<file path="src/rtl/core/ilda_laser_frame_parser_top_macros.svh">
// ----------------------------------------------------------------------------
// ILDA frame parser assertion macros
// Concurrent assertion shorthands shared by the parser RTL.
// ----------------------------------------------------------------------------
`ifndef ILDA_LASER_FRAME_PARSER_TOP_MACROS_SVH
`define ILDA_LASER_FRAME_PARSER_TOP_MACROS_SVH

// Same-cycle implication, disabled while reset is high.
`define ILP_ASSERT_IMP(label, clk_sig, rst_sig, ante, cons, msg) \
  label: assert property (@(posedge clk_sig) disable iff (rst_sig) (ante) |-> (cons)) \
    else $error(msg);

// Next-cycle implication, disabled while reset is high.
`define ILP_ASSERT_NXT(label, clk_sig, rst_sig, ante, cons, msg) \
  label: assert property (@(posedge clk_sig) disable iff (rst_sig) (ante) |=> (cons)) \
    else $error(msg);

`endif

</file>
<file path="src/rtl/core/ilp_pkg.sv">
// ----------------------------------------------------------------------------
// ILDA frame parser package
// Result codes, record formats, shared types and record helpers.
// ----------------------------------------------------------------------------
package ilp_pkg;

  typedef logic [2:0] kind_t;

  localparam kind_t KIND_POINT      = 3'd0;
  localparam kind_t KIND_PALETTE    = 3'd1;
  localparam kind_t KIND_HEADER     = 3'd2;
  localparam kind_t KIND_BAD_TAG    = 3'd3;
  localparam kind_t KIND_BAD_FORMAT = 3'd4;
  localparam kind_t KIND_TRUNCATED  = 3'd5;

  typedef logic [2:0] fmt_t;

  localparam fmt_t FMT_3D_INDEXED = 3'd0;
  localparam fmt_t FMT_2D_INDEXED = 3'd1;
  localparam fmt_t FMT_PALETTE    = 3'd2;
  localparam fmt_t FMT_3D_TRUE    = 3'd4;
  localparam fmt_t FMT_2D_TRUE    = 3'd5;

  // Section tag characters.
  localparam logic [7:0] TAG_I = 8'h49;
  localparam logic [7:0] TAG_L = 8'h4C;
  localparam logic [7:0] TAG_D = 8'h44;
  localparam logic [7:0] TAG_A = 8'h41;

  localparam int RecDepth = 10;

  typedef logic [RecDepth-1:0][7:0] rec_bytes_t;

  typedef struct packed {
    kind_t              kind;
    logic signed [15:0] pos_x;
    logic signed [15:0] pos_y;
    logic signed [15:0] pos_z;
    logic               frame_end;
    logic               blank;
    logic [7:0]         color_index;
    logic [7:0]         red;
    logic [7:0]         green;
    logic [7:0]         blue;
    logic [63:0]        header_info;
    logic               file_closed;
  } result_t;

  function automatic logic format_ok(input logic [7:0] f);
    return (f == 8'(FMT_3D_INDEXED)) || (f == 8'(FMT_2D_INDEXED)) ||
           (f == 8'(FMT_PALETTE)) || (f == 8'(FMT_3D_TRUE)) ||
           (f == 8'(FMT_2D_TRUE));
  endfunction

  function automatic logic [3:0] record_size(input fmt_t f);
    logic [3:0] s;
    case (f)
      FMT_PALETTE:    s = 4'd3;
      FMT_2D_INDEXED: s = 4'd6;
      FMT_3D_INDEXED: s = 4'd8;
      FMT_2D_TRUE:    s = 4'd8;
      FMT_3D_TRUE:    s = 4'd10;
      default:        s = 4'd1;
    endcase
    return s;
  endfunction

endpackage

</file>
<file path="src/rtl/core/ilp_byte_if.sv">
// ----------------------------------------------------------------------------
// ILDA file byte channel
// Valid/ready channel that carries one file byte and its end-of-file mark.
// ----------------------------------------------------------------------------
interface ilp_byte_if;
  logic       valid;
  logic       ready;
  logic [7:0] file_byte;
  logic       last_byte;

  modport source (output valid, output file_byte, output last_byte, input ready);
  modport sink (input valid, input file_byte, input last_byte, output ready);
endinterface

</file>
<file path="src/rtl/core/ilp_result_if.sv">
// ----------------------------------------------------------------------------
// ILDA parser result channel
// Valid/ready channel that carries one decoded header, record or error.
// ----------------------------------------------------------------------------
interface ilp_result_if;
  logic               valid;
  logic               ready;
  ilp_pkg::kind_t     kind;
  logic signed [15:0] pos_x;
  logic signed [15:0] pos_y;
  logic signed [15:0] pos_z;
  logic               frame_end;
  logic               blank;
  logic [7:0]         color_index;
  logic [7:0]         red;
  logic [7:0]         green;
  logic [7:0]         blue;
  logic [63:0]        header_info;
  logic               file_closed;

  modport source (output valid, output kind, output pos_x, output pos_y, output pos_z,
                  output frame_end, output blank, output color_index, output red,
                  output green, output blue, output header_info, output file_closed,
                  input ready);
  modport sink (input valid, input kind, input pos_x, input pos_y, input pos_z,
                input frame_end, input blank, input color_index, input red,
                input green, input blue, input header_info, input file_closed,
                output ready);
endinterface

</file>
<file path="src/rtl/core/ilda_laser_frame_parser_top.sv">
// ----------------------------------------------------------------------------
// ILDA laser frame parser
// Streams an ILDA image file one byte per transfer and reports headers,
// point and palette records, and format errors as result transfers.
// ----------------------------------------------------------------------------
// Flow: an accepted byte waits in the input register until the parser consumes
// it, and its result, if any, is loaded into the result register and offered.
// Throughput: one byte per cycle while the result sink keeps up, set by the
// single parse step between the input register and the result register.
// Reset: synchronous rst empties both registers and returns the parser to the
// start of a section header.
`include "ilda_laser_frame_parser_top_macros.svh"

module ilda_laser_frame_parser_top (
  input logic          clk,
  input logic          rst,
  ilp_byte_if.sink     stream,
  ilp_result_if.source result
);
  import ilp_pkg::*;

  // Input register: holds one accepted byte until the parser consumes it.
  logic       in_valid;
  logic [7:0] in_byte;
  logic       in_last;

  // Result register: holds one finished result until its transfer.
  logic    out_valid;
  result_t out_data;

  // The parser consumes the held byte whenever the result register is free
  // or is being emptied in this same cycle, so a new byte can enter while a
  // result is still on offer as long as the sink keeps up.
  logic    advance;
  result_t step_res;
  logic    step_valid;

  assign advance      = in_valid && (!out_valid || result.ready);
  assign stream.ready = !in_valid || advance;

  ilp_parser u_parser (
    .clk       (clk),
    .rst       (rst),
    .step      (advance),
    .file_byte (in_byte),
    .last_byte (in_last),
    .res       (step_res),
    .res_valid (step_valid)
  );

  always_ff @(posedge clk) begin
    if (rst) begin
      in_valid <= 1'b0;
    end else if (stream.ready) begin
      in_valid <= stream.valid;
    end
  end

  always_ff @(posedge clk) begin
    if (stream.valid && stream.ready) begin
      in_byte <= stream.file_byte;
      in_last <= stream.last_byte;
    end
  end

  // Bytes that finish nothing leave the result register empty; those that
  // finish a header, a record or an error load it.
  always_ff @(posedge clk) begin
    if (rst) begin
      out_valid <= 1'b0;
    end else if (advance) begin
      out_valid <= step_valid;
    end else if (result.ready) begin
      out_valid <= 1'b0;
    end
  end

  always_ff @(posedge clk) begin
    if (advance && step_valid) begin
      out_data <= step_res;
    end
  end

  assign result.valid       = out_valid;
  assign result.kind        = out_data.kind;
  assign result.pos_x       = out_data.pos_x;
  assign result.pos_y       = out_data.pos_y;
  assign result.pos_z       = out_data.pos_z;
  assign result.frame_end   = out_data.frame_end;
  assign result.blank       = out_data.blank;
  assign result.color_index = out_data.color_index;
  assign result.red         = out_data.red;
  assign result.green       = out_data.green;
  assign result.blue        = out_data.blue;
  assign result.header_info = out_data.header_info;
  assign result.file_closed = out_data.file_closed;

  `ILP_ASSERT_NXT(a_held_byte_kept, clk, rst, in_valid && !advance, in_valid && $stable(in_byte) && $stable(in_last), "held byte lost before parsing")
  `ILP_ASSERT_IMP(a_result_from_step, clk, rst, out_valid && !$past(out_valid), $past(advance), "result appeared without a parse step")
  `ILP_ASSERT_IMP(a_header_format, clk, rst, out_valid && out_data.kind == KIND_HEADER, out_data.header_info[63:56] == 8'd0 || out_data.header_info[63:56] == 8'd1 || out_data.header_info[63:56] == 8'd2 || out_data.header_info[63:56] == 8'd4 || out_data.header_info[63:56] == 8'd5, "header result with unknown format")
endmodule

</file>
<file path="src/rtl/core/ilp_decode.sv">
// ----------------------------------------------------------------------------
// ILDA record decoder
// Turns the bytes of one complete record into a point or palette result.
// ----------------------------------------------------------------------------
module ilp_decode (
  input  ilp_pkg::rec_bytes_t rec,
  input  ilp_pkg::fmt_t       fmt,
  output ilp_pkg::result_t    rec_res
);
  import ilp_pkg::*;

  always_comb begin
    rec_res = '0;
    if (fmt == FMT_PALETTE) begin
      rec_res.kind  = KIND_PALETTE;
      rec_res.red   = rec[0];
      rec_res.green = rec[1];
      rec_res.blue  = rec[2];
    end else begin
      rec_res.kind  = KIND_POINT;
      rec_res.pos_x = {rec[0], rec[1]};
      rec_res.pos_y = {rec[2], rec[3]};
      case (fmt)
        FMT_3D_INDEXED: begin
          rec_res.pos_z       = {rec[4], rec[5]};
          rec_res.frame_end   = rec[6][7];
          rec_res.blank       = rec[6][6];
          rec_res.color_index = rec[7];
        end
        FMT_2D_INDEXED: begin
          rec_res.frame_end   = rec[4][7];
          rec_res.blank       = rec[4][6];
          rec_res.color_index = rec[5];
        end
        FMT_3D_TRUE: begin
          rec_res.pos_z     = {rec[4], rec[5]};
          rec_res.frame_end = rec[6][7];
          rec_res.blank     = rec[6][6];
          rec_res.blue      = rec[7];
          rec_res.green     = rec[8];
          rec_res.red       = rec[9];
        end
        default: begin
          // Two-dimensional true color; status then blue, green, red.
          rec_res.frame_end = rec[4][7];
          rec_res.blank     = rec[4][6];
          rec_res.blue      = rec[5];
          rec_res.green     = rec[6];
          rec_res.red       = rec[7];
        end
      endcase
    end
  end
endmodule

</file>
<file path="src/rtl/core/ilp_parser.sv">
// ----------------------------------------------------------------------------
// ILDA section parser
// Header and record sequencing state with one-byte-per-step next-state logic.
// ----------------------------------------------------------------------------
`include "ilda_laser_frame_parser_top_macros.svh"

module ilp_parser (
  input  logic             clk,
  input  logic             rst,
  input  logic             step,
  input  logic [7:0]       file_byte,
  input  logic             last_byte,
  output ilp_pkg::result_t res,
  output logic             res_valid
);
  import ilp_pkg::*;

  localparam logic [1:0] PH_HEADER  = 2'd0;
  localparam logic [1:0] PH_RECORDS = 2'd1;
  localparam logic [1:0] PH_DRAIN   = 2'd2;

  logic [1:0]  phase, phase_next;
  logic [4:0]  hpos, hpos_next;
  logic [3:0]  rpos, rpos_next;
  logic [15:0] left, left_next;
  fmt_t        fmt, fmt_next;
  logic [63:0] hdr, hdr_next;
  rec_bytes_t  rb, rb_next;

  logic        fault;
  kind_t       fault_kind;
  logic [2:0]  lane;
  logic [15:0] count;
  logic [15:0] left_dec;
  result_t     rec_res;

  ilp_decode u_decode (
    .rec     (rb_next),
    .fmt     (fmt),
    .rec_res (rec_res)
  );

  assign lane     = 3'(5'd30 - hpos);
  assign left_dec = 16'(left - 16'd1);

  always_comb begin
    phase_next = phase;
    hpos_next  = hpos;
    rpos_next  = rpos;
    left_next  = left;
    fmt_next   = fmt;
    hdr_next   = hdr;
    rb_next    = rb;
    res        = '0;
    res_valid  = 1'b0;
    fault      = 1'b0;
    fault_kind = KIND_TRUNCATED;
    count      = '0;

    case (phase)
      PH_HEADER: begin
        if (hpos == 5'd0) begin
          hdr_next = '0;
        end
        if (hpos < 5'd4) begin
          rb_next[{2'b00, hpos[1:0]}] = file_byte;
        end
        if (hpos == 5'd3 && (rb[0] != TAG_I || rb[1] != TAG_L || rb[2] != TAG_D ||
                             file_byte != TAG_A)) begin
          fault      = 1'b1;
          fault_kind = KIND_BAD_TAG;
        end else if (hpos == 5'd7 && !format_ok(file_byte)) begin
          fault      = 1'b1;
          fault_kind = KIND_BAD_FORMAT;
        end else begin
          if (hpos == 5'd7) begin
            fmt_next        = file_byte[2:0];
            hdr_next[63:56] = file_byte;
          end
          if (hpos >= 5'd24 && hpos <= 5'd30) begin
            hdr_next[{lane, 3'b000} +: 8] = file_byte;
          end
          if (hpos == 5'd31) begin
            count = hdr_next[55:40];
            if (last_byte && count != 16'd0) begin
              fault = 1'b1;
            end else begin
              res_valid       = 1'b1;
              res.kind        = KIND_HEADER;
              res.header_info = hdr_next;
              res.file_closed = last_byte;
              hpos_next       = '0;
              rpos_next       = '0;
              left_next       = count;
              phase_next      = (count != 16'd0) ? PH_RECORDS : PH_HEADER;
            end
          end else if (last_byte) begin
            fault = 1'b1;
          end else begin
            hpos_next = 5'(hpos + 5'd1);
          end
        end
      end

      PH_RECORDS: begin
        if (rpos < 4'(RecDepth)) begin
          rb_next[rpos] = file_byte;
        end
        if ((5'({1'b0, rpos}) + 5'd1) >= {1'b0, record_size(fmt)}) begin
          left_next = left_dec;
          rpos_next = '0;
          if (left_dec == 16'd0) begin
            res_valid       = 1'b1;
            res             = rec_res;
            res.file_closed = last_byte;
            phase_next      = PH_HEADER;
            hpos_next       = '0;
          end else if (last_byte) begin
            fault = 1'b1;
          end else begin
            res_valid = 1'b1;
            res       = rec_res;
          end
        end else if (last_byte) begin
          fault = 1'b1;
        end else begin
          rpos_next = 4'(rpos + 4'd1);
        end
      end

      default: begin
        if (last_byte) begin
          phase_next = PH_HEADER;
          hpos_next  = '0;
          rpos_next  = '0;
          left_next  = '0;
        end
      end
    endcase

    if (fault) begin
      res       = '0;
      res.kind  = fault_kind;
      res_valid = 1'b1;
      if (last_byte) begin
        phase_next = PH_HEADER;
        hpos_next  = '0;
        rpos_next  = '0;
        left_next  = '0;
      end else begin
        phase_next = PH_DRAIN;
      end
    end
  end

  always_ff @(posedge clk) begin
    if (rst) begin
      phase <= PH_HEADER;
      hpos  <= '0;
      rpos  <= '0;
      left  <= '0;
      fmt   <= FMT_3D_INDEXED;
      hdr   <= '0;
    end else if (step) begin
      phase <= phase_next;
      hpos  <= hpos_next;
      rpos  <= rpos_next;
      left  <= left_next;
      fmt   <= fmt_next;
      hdr   <= hdr_next;
    end
  end

  always_ff @(posedge clk) begin
    if (step) begin
      rb <= rb_next;
    end
  end

  `ILP_ASSERT_IMP(a_records_pending, clk, rst, phase == PH_RECORDS, left != 16'd0, "record phase with no records left")
  `ILP_ASSERT_IMP(a_rpos_in_record, clk, rst, phase == PH_RECORDS, rpos < record_size(fmt), "record position past record end")
  `ILP_ASSERT_NXT(a_hpos_advance, clk, rst, step && phase == PH_HEADER && !res_valid, hpos == 5'($past(hpos) + 5'd1), "header position did not advance")
endmodule
</file>
<file path="src/flat_wrapper.sv">
// flat-port wrapper written by rule: the top's interface ports become plain ports
module ilda_laser_frame_parser_top_flat import ilp_pkg::*;
  (clk, rst, stream_valid, stream_file_byte, stream_last_byte, stream_ready, result_valid, result_kind, result_pos_x, result_pos_y, result_pos_z, result_frame_end, result_blank, result_color_index, result_red, result_green, result_blue, result_header_info, result_file_closed, result_ready);
  ilp_byte_if stream_i ();
  ilp_result_if result_i ();
  input logic clk;
  input logic rst;
  input wire logic [$bits(stream_i.valid)-1:0] stream_valid;
  input wire logic [$bits(stream_i.file_byte)-1:0] stream_file_byte;
  input wire logic [$bits(stream_i.last_byte)-1:0] stream_last_byte;
  output wire logic [$bits(stream_i.ready)-1:0] stream_ready;
  output wire logic [$bits(result_i.valid)-1:0] result_valid;
  output wire logic [$bits(result_i.kind)-1:0] result_kind;
  output wire logic [$bits(result_i.pos_x)-1:0] result_pos_x;
  output wire logic [$bits(result_i.pos_y)-1:0] result_pos_y;
  output wire logic [$bits(result_i.pos_z)-1:0] result_pos_z;
  output wire logic [$bits(result_i.frame_end)-1:0] result_frame_end;
  output wire logic [$bits(result_i.blank)-1:0] result_blank;
  output wire logic [$bits(result_i.color_index)-1:0] result_color_index;
  output wire logic [$bits(result_i.red)-1:0] result_red;
  output wire logic [$bits(result_i.green)-1:0] result_green;
  output wire logic [$bits(result_i.blue)-1:0] result_blue;
  output wire logic [$bits(result_i.header_info)-1:0] result_header_info;
  output wire logic [$bits(result_i.file_closed)-1:0] result_file_closed;
  input wire logic [$bits(result_i.ready)-1:0] result_ready;
  assign stream_i.valid = stream_valid;
  assign stream_i.file_byte = stream_file_byte;
  assign stream_i.last_byte = stream_last_byte;
  assign stream_ready = stream_i.ready;
  assign result_valid = result_i.valid;
  assign result_kind = result_i.kind;
  assign result_pos_x = result_i.pos_x;
  assign result_pos_y = result_i.pos_y;
  assign result_pos_z = result_i.pos_z;
  assign result_frame_end = result_i.frame_end;
  assign result_blank = result_i.blank;
  assign result_color_index = result_i.color_index;
  assign result_red = result_i.red;
  assign result_green = result_i.green;
  assign result_blue = result_i.blue;
  assign result_header_info = result_i.header_info;
  assign result_file_closed = result_i.file_closed;
  assign result_i.ready = result_ready;
  ilda_laser_frame_parser_top u_core (.clk(clk), .rst(rst), .stream(stream_i), .result(result_i));
endmodule
</file>
<file path="config.mk">
export PLATFORM = sky130hd
export DESIGN_NAME = ilda_laser_frame_parser_top_flat
export DESIGN_NICKNAME = d
export VERILOG_FILES = /design/src/rtl/core/ilp_pkg.sv /design/src/rtl/core/ilp_byte_if.sv /design/src/rtl/core/ilp_result_if.sv /design/src/rtl/core/ilda_laser_frame_parser_top.sv /design/src/rtl/core/ilp_decode.sv /design/src/rtl/core/ilp_parser.sv /design/src/flat_wrapper.sv
export VERILOG_INCLUDE_DIRS = /design/src /design/src/rtl/core
export SDC_FILE = /design/constraint.sdc
export NUM_CORES = 1
export LEC_CHECK = 0
export BUFFER_PORTS_ARGS = -buffer_cell sky130_fd_sc_hd__clkbuf_2
export CELL_PAD_IN_SITES_DETAIL_PLACEMENT = 0
export CELL_PAD_IN_SITES_GLOBAL_PLACEMENT = 2
export CORE_UTILIZATION = 35
export DETAILED_ROUTE_END_ITERATION = 10
export PLACE_DENSITY_LB_ADDON = 0.1
export SLEW_MARGIN = 20
export SYNTH_ARGS = -nofsm -noshare
export SYNTH_HDL_FRONTEND = slang
export SYNTH_HIERARCHICAL = 1
export SYNTH_SLANG_ARGS = --single-unit
</file>
<file path="constraint.sdc">
create_clock -name clk -period 11.27 [get_ports clk]
set_input_delay 0.5635 -clock clk [delete_from_list [all_inputs] [get_ports clk]]
set_output_delay 0.5635 -clock clk [all_outputs]
set_load 0.005 [all_outputs]
</file>
== After elaboration in Yosys (flattened, before gate mapping) ==
Index checks and enable logic that the tools add are counted.

* Register bits: 335
* Input bits: 13
* Output and inout port bits: 152
* Word-level logic and storage cells: 220

* Add/subtract/negate cells: 6
* $lt $le $gt $ge: 9
* Eq/ne operators: 22
* Shift operators: 2
* Multiplexer cells: 109
* Bitwise gates (word level): 4
* Reductions and logical operators: 36

{| class="wikitable"
|+ Operators with widths
! operator !! count
|-
| $mux W150 || 4
|-
| $mux W64 || 8
|-
| $mux W65 || 4
|-
| $bwmux W80 || 2
|-
| $mux W80 || 2
|-
| $pmux W80 S2 || 1
|-
| $mux W16 || 9
|-
| $pmux W65 S2 || 1
|-
| $mux W82 || 1
|-
| $bwmux W64 || 1
|-
| $shift A8 B8 Y64 const A || 1
|-
| $shiftx A8 B8 Y64 || 1
|-
| $mux W58 || 1
|-
| $mux W5 || 10
|-
| $mux W8 || 6
|-
| $pmux W24 S2 || 1
|-
| $mux W4 || 10
|-
| $demux W8 S4 || 1
|-
| $ne A8 B7 Y1 const B || 4
|-
| $pmux W16 S2 || 1
|-
| $mux W2 || 14
|-
| $mux W24 || 1
|-
| $mux W1 || 20
|-
| $ne A3 B3 Y1 const B || 6
|-
| other kinds (51) || 78
|}

== Depth between registers and ports, before layout ==
* Depth in word-level cells: 24
* Gate-level depth with buffers: 16
* Gate-level depth less buffers: 12

== Cells and area by module ==
Netlist, hierarchy kept.

{| class="wikitable"
|+ Modules (own cells, without submodules)
! module !! times used !! cells each !! area each (um^2) !! seq. area each (um^2)
|-
| ilp_parser || 1 || 1,311 || 10,642.7 || 4,284.1
|-
| ilda_laser_frame_parser_top || 1 || 170 || 4,877.2 || 4,814.6
|-
| ilp_decode || 1 || 249 || 1,631.6 || 0.0
|}

== Least setup slack after synthesis ==
No wires, ideal clock.

* Path kind: register -> register
* From: reg u_core.u_parser.hpos[0]
* To: reg u_core.out_data, in the netlist u_core/result.blank (enable)
* Library setup time: 0.680 ns
* Arrival time: 10.034 ns
* Data required time: 10.590 ns
* Setup slack: 0.556 ns
* Cell stages (with the launch flop): 15
* Path buffers: 2
* Period minus slack after synthesis: 10.714 ns
* Cells stage by stage: dfxtp_1 -> ha_1 -> xor2_2 -> ha_1 -> nor3_2 -> nand3_2 -> mux2i_1 -> or4_1 -> buf_4 -> a21oi_2 -> clkbuf_1 -> nor2_1 -> nand2_1 -> nand2_1 -> nor2b_1

* Cells in the longest elaborated chain, start to end: 17
* Elaborated cells between the ends (all ways): 34
* Classes of those cells: add/sub: 2; order compare: 2; eq/ne: 3; shift: 2; mux: 18; reduce/logical: 7

{| class="wikitable"
|+ Ends and longest elaborated chain
! what !! line !! RTL
|-
| start, declared || ilp_parser.sv:23 || <nowiki>logic [4:0] hpos, hpos_next;</nowiki>
|-
| start signal, assigned || ilp_parser.sv:166 || <nowiki>hpos <= hpos_next;</nowiki>
|-
| $sub A3 B3 Y3 or $logic_not A5 Y1 (tied branches) || ilp_parser.sv:43, ilp_parser.sv:62 ||
|-
| $neg A6 Y8 or $mux W64 (tied branches) || ilp_parser.sv:81, ilp_parser.sv:62 ||
|-
| $shiftx A8 B8 Y64, or another cell as far along || ilp_parser.sv:81 || <nowiki>hdr_next[{lane, 3'b000} +: 8] = file_byte;</nowiki>
|-
| $bwmux W64 || ilp_parser.sv:81 ||
|-
| $mux W64 || ilp_parser.sv:80 || <nowiki>if (hpos >= 5'd24 && hpos <= 5'd30) begin</nowiki>
|-
| $mux W64 || ilp_parser.sv:72 || <nowiki>end else if (hpos == 5'd7 && !format_ok(file_byte)) begin</nowiki>
|-
| $mux W64 || ilp_parser.sv:68 || <nowiki>if (hpos == 5'd3 && (rb[0] != TAG_I || rb[1] != TAG_L || rb[2] != TAG_D ||</nowiki>
|-
| $mux W64 || ilp_parser.sv:60 || <nowiki>case (phase)</nowiki>
|-
| [... 2 more ...] || - ||
|-
| $mux W1 || ilp_parser.sv:85 || <nowiki>if (last_byte && count != 16'd0) begin</nowiki>
|-
| $mux W1 || ilp_parser.sv:83 || <nowiki>if (hpos == 5'd31) begin</nowiki>
|-
| $mux W1 || ilp_parser.sv:72 ||
|-
| $mux W1 || ilp_parser.sv:68 ||
|-
| $pmux W1 S2 || ilp_parser.sv:60 ||
|-
| $mux W1 (*) || ilp_parser.sv:141 || <nowiki>if (fault) begin</nowiki>
|-
| net u_core.step_valid || ilda_laser_frame_parser_top.sv:36 || <nowiki>logic step_valid;</nowiki>
|-
| $logic_and A1 B1 Y1 (*) || ilda_laser_frame_parser_top.sv:79 || <nowiki>if (advance && step_valid) begin</nowiki>
|-
| end signal, assigned || ilda_laser_frame_parser_top.sv:80 || <nowiki>out_data <= step_res;</nowiki>
|-
| end, declared || ilda_laser_frame_parser_top.sv:29 || <nowiki>result_t out_data;</nowiki>
|}

The timed path passes the listed nets; every way through them passes the cells marked *. The select of a mux whose other input is x is not followed.
A chain may end at the register's enable or synchronous reset.

== Worst setup path after layout ==
* From: reg u_core.u_parser.hpos[0]
* To: reg u_core.out_data, in the netlist u_core/result.pos_z[4] (enable)

The elaborated chain is that of the path after synthesis.

==> flow_metrics.tcl <==
set metrics [dict create \
    irDropWorstVdd_uv 81.4 \
    htreeDepth 2 \
    post_cts_buffers 0 \
    cts_buffer_depth 3 \
    setup_viol 0 \
    rsz0062_at_grt "no" \
    postSynthCellCount 1730 \
    fin_crit_sh_pct 55.6 \
    crit_path_start_kind "flip-flop" \
    finClkSkew_ns 0.0171 \
    hold_violations 0 \
    overflow 0 \
    yosysWarnings 6 \
    die_h_um 223 \
    initial_core_util_pct 35.7 \
    synth_edf_count 239 \
    cts.sinks 335 \
    place_ws_ns 4.96 \
    clk-insertion-delay-late_ns 0.57 \
    nets 1861 \
    slew_viol_final 0 \
    min_period_ns 6.27 \
    ys_ff_latch 335 \
    min_path_type "input pin to flip-flop" \
    postCtsResizedCells 0 \
    worst_setup_path_end_kind "flip-flop" \
    layout-drive-gt1-share_pct 14.9 \
    path_max_fanout 71 \
    crit_type "flip-flop to flip-flop" \
    place_hpwl_um 35800 \
    firstDrtPassIters 5 \
    synth-seq-area-share_pct 53.0 \
    wire_per_inst_um 21.7 \
    coreArea_mm2 0.0480 \
    placed_cell_area_mm2 0.0181 \
    vias 13200 \
    cts_made_buffers 42 \
    cp.required_ns 11.46 \
    fp.dieW_um 223 \
    io_pins 165 \
    worst_pin_slew_ns 1.16 \
    antenna_found_initial 3 \
    max_cap_violations 0 \
    clockPowerShare_pct 45.9 \
    viasPerCell 5.32 \
    drtAntennaViolNets 0 \
    io_buffers 164 \
    switchingPower_mw 0.638 \
    synthToLayoutAreaGrowth_pct 12.8 \
    power_frac_seq_pct 49.8 \
    grt_max_degree 111 \
    cts_tree "done" \
    share_comb_of_total_power_pct 4.3 \
    wl_um 53600 \
    postCtsHoldBufs 0 \
    arrival_ns 6.46 \
    root_buffer "clkbuf_16" \
    clk_pin_slew_ns 0.05 \
    std_cell_rows 80 \
    first_global_vias 12700 \
    grt_usage_pct 21.3 \
    place_congestion 0.806 \
    grt_pass1_wl_um 80700 \
    finalInstanceArea_mm2 0.0193 \
    timing.slew.headroom_pct 22.7 \
    dieArea_mm2 0.0499 \
    synthFlopType "edfxtp_1" \
    hold_ws_ns 0.184 \
    syn_avg_cell_area_um2 9.91 \
    netlist-cell-type-count 81 \
    worst_slack_ns 5.00 \
    drc_errors 0 \
    synth.cell_area_mm2 0.0172 \
    fin_setup_tns_ns 0 \
    p_per_area_mw_per_mm2 141 \
    max_clock_freq_mhz 159 \
    p_leak_nw 7.42 \
    p_sw_share_pct 23.4 \
    async_flop_share_pct 0 \
    drt_iter0_drc 910 \
    outcome "completed" \
    p_int_mw 2.09 \
]
[power by group through the flow]
| stage | clock network (mW) | logic [mW] | registers [mW] |
|---|---|---|---|
| 5_1_grt | 1.33 | 0.128 | 1.36 |
| 3_3_place_gp | 0 | 0.119 | 1.38 |
| 3_5_place_dp | 0 | 0.119 | 1.38 |
| 2_1_floorplan | 0 | 0.0752 | 1.38 |
| 4_1_cts | 1.29 | 0.119 | 1.36 |
| 6_report | 1.25 | 0.117 | 1.36 |
[synthesized netlist by cell type (42+ instances only)]
cell type / number / share of area, %
and2_1: 97 / 3.5
o21ai_0: 179 / 5.2
dfxtp_1: 96 / 11
nand3_1: 55 / 1.6
buf_4: 75 / 3.3
a32oi_1: 49 / 2.5
nor2_1: 139 / 3.0
inv_1: 51 / 1.1
a21oi_1: 42 / 1.2
clkbuf_1: 95 / 2.1
edfxtp_1: 239 / 42
nand2_1: 199 / 4.4
[critical path, stage by stage (launching register included)]
cell and delay (ns):
dfxtp_1 0.53, ha_1 0.39, xor2_2 0.26, ha_1 0.29, nor3_2 0.44, nand3_2 0.36, mux2i_1 0.26, or4_1 0.76
a21oi_4 0.22, buf_4 0.41, nor2_1 0.08, nand2_1 0.09, nand2_1 0.10, nor2b_4 0.78, buf_4 0.81
[layer usage]
| metal | vias to the layer above | share of wire [%] | routed length [um] | track usage, % |
|---|---|---|---|---|
| met1 | 6366 | 45 | 24100 | 28.4 |
| met3 | 79 | 4.0 | 2170 | 3.32 |
| met4 | 2 | 2.8 | 1520 | 6.94 |
| li1 | 6372 | - | - | - |
| met5 | - | 0.013 | 7 | 0 |
| met2 | 337 | 48 | 25800 | 35.4 |
[registers in the layout (all words and copies together) (netlist names), 2 cells and up]
name	cells
u_core/result.kind	3
u_core/result.pos_x	16
u_core/result.pos_z	16
u_core/u_parser/rb	80
u_core/result.red	8
u_core/result.pos_y	16
u_core/in_byte	8
u_core/u_parser/hpos	5
u_core/result.green	8
u_core/result.blue	8
u_core/u_parser/fmt	3
u_core/result.header_info	64
u_core/u_parser/rpos	4
u_core/result.color_index	8
u_core/u_parser/left	16
u_core/u_parser/hdr	64
u_core/u_parser/phase	2
[metrics by stage]
stage	util [%]	power (mW)	cells
5_1_grt	40.3	2.82	2473
3_3_place_gp	37.7	1.50	2398
4_1_cts	40.3	2.77	2473
6_report	40.3	2.73	2474
3_5_place_dp	37.7	1.50	2398
2_1_floorplan	-	1.46	1796
[worst paths after layout]
path / from / end / slack [ns] / depth (start not counted)
max: u_core/u_parser/hpos[0] / u_core/result.pos_z[4] / 5.00 / 14
min: stream_last_byte / u_core/in_last / 0.18 / 1
max reg2reg: u_core/u_parser/hpos[0] / u_core/result.pos_z[4] / 5.00 / 14
min reg2reg: u_core/u_parser/hdr[24] / u_core/u_parser/hdr[24] / 0.48 / 2
[cells by family after synthesis]
logic type	after synthesis	share of synthesized area [%]
adder cells (fa/ha/maj)	21	1.53
multiplexers	13	0.759
AND/OR/NAND/NOR	649	18.9
buffers and inverters	252	7.62
other	1	0.0219
XOR/XNOR	11	0.606
AO/OA/AOI/OAI	448	17.5
flip-flops	335	53.0
[layout make-up]
| class | instances | area, um^2 |
|---|---|---|
| Tap cell | 615 | 769 |
| Fill cell | 4771 | 28700 |
| Multi-Input combinational cell | 1209 | 7030 |
| Clock inverter | 18 | 103 |
| Clock buffer | 57 | 1150 |
| Timing Repair Buffer | 188 | 1000 |
| Antenna cell | 1 | 2.50 |
| Sequential cell | 335 | 9100 |
| Inverter | 51 | 191 |
[cells in the final DEF, fill, tap and decap left out, drive strengths merged, types with 6 or more instances in the layout]
master	n
conb	67
and3	25
ha	21
a22oi	38
o31ai	8
nand2	199
o22ai	7
and2	98
nand4	7
a2bb2oi	6
a22o	33
nor4b	8
nor2b	29
clkbuf	221
a221oi	17
a222oi	8
nor4	7
inv	54
mux2i	13
nor2	141
nor3b	6
a31oi	6
edfxtp	239
buf	24
nor3	41
nand3	59
o21ai	190
a21oi	45
dfxtp	96
xnor2	7
a21o	9
clkinv	15
a32oi	49
Power figures use the tool's default switching activity.
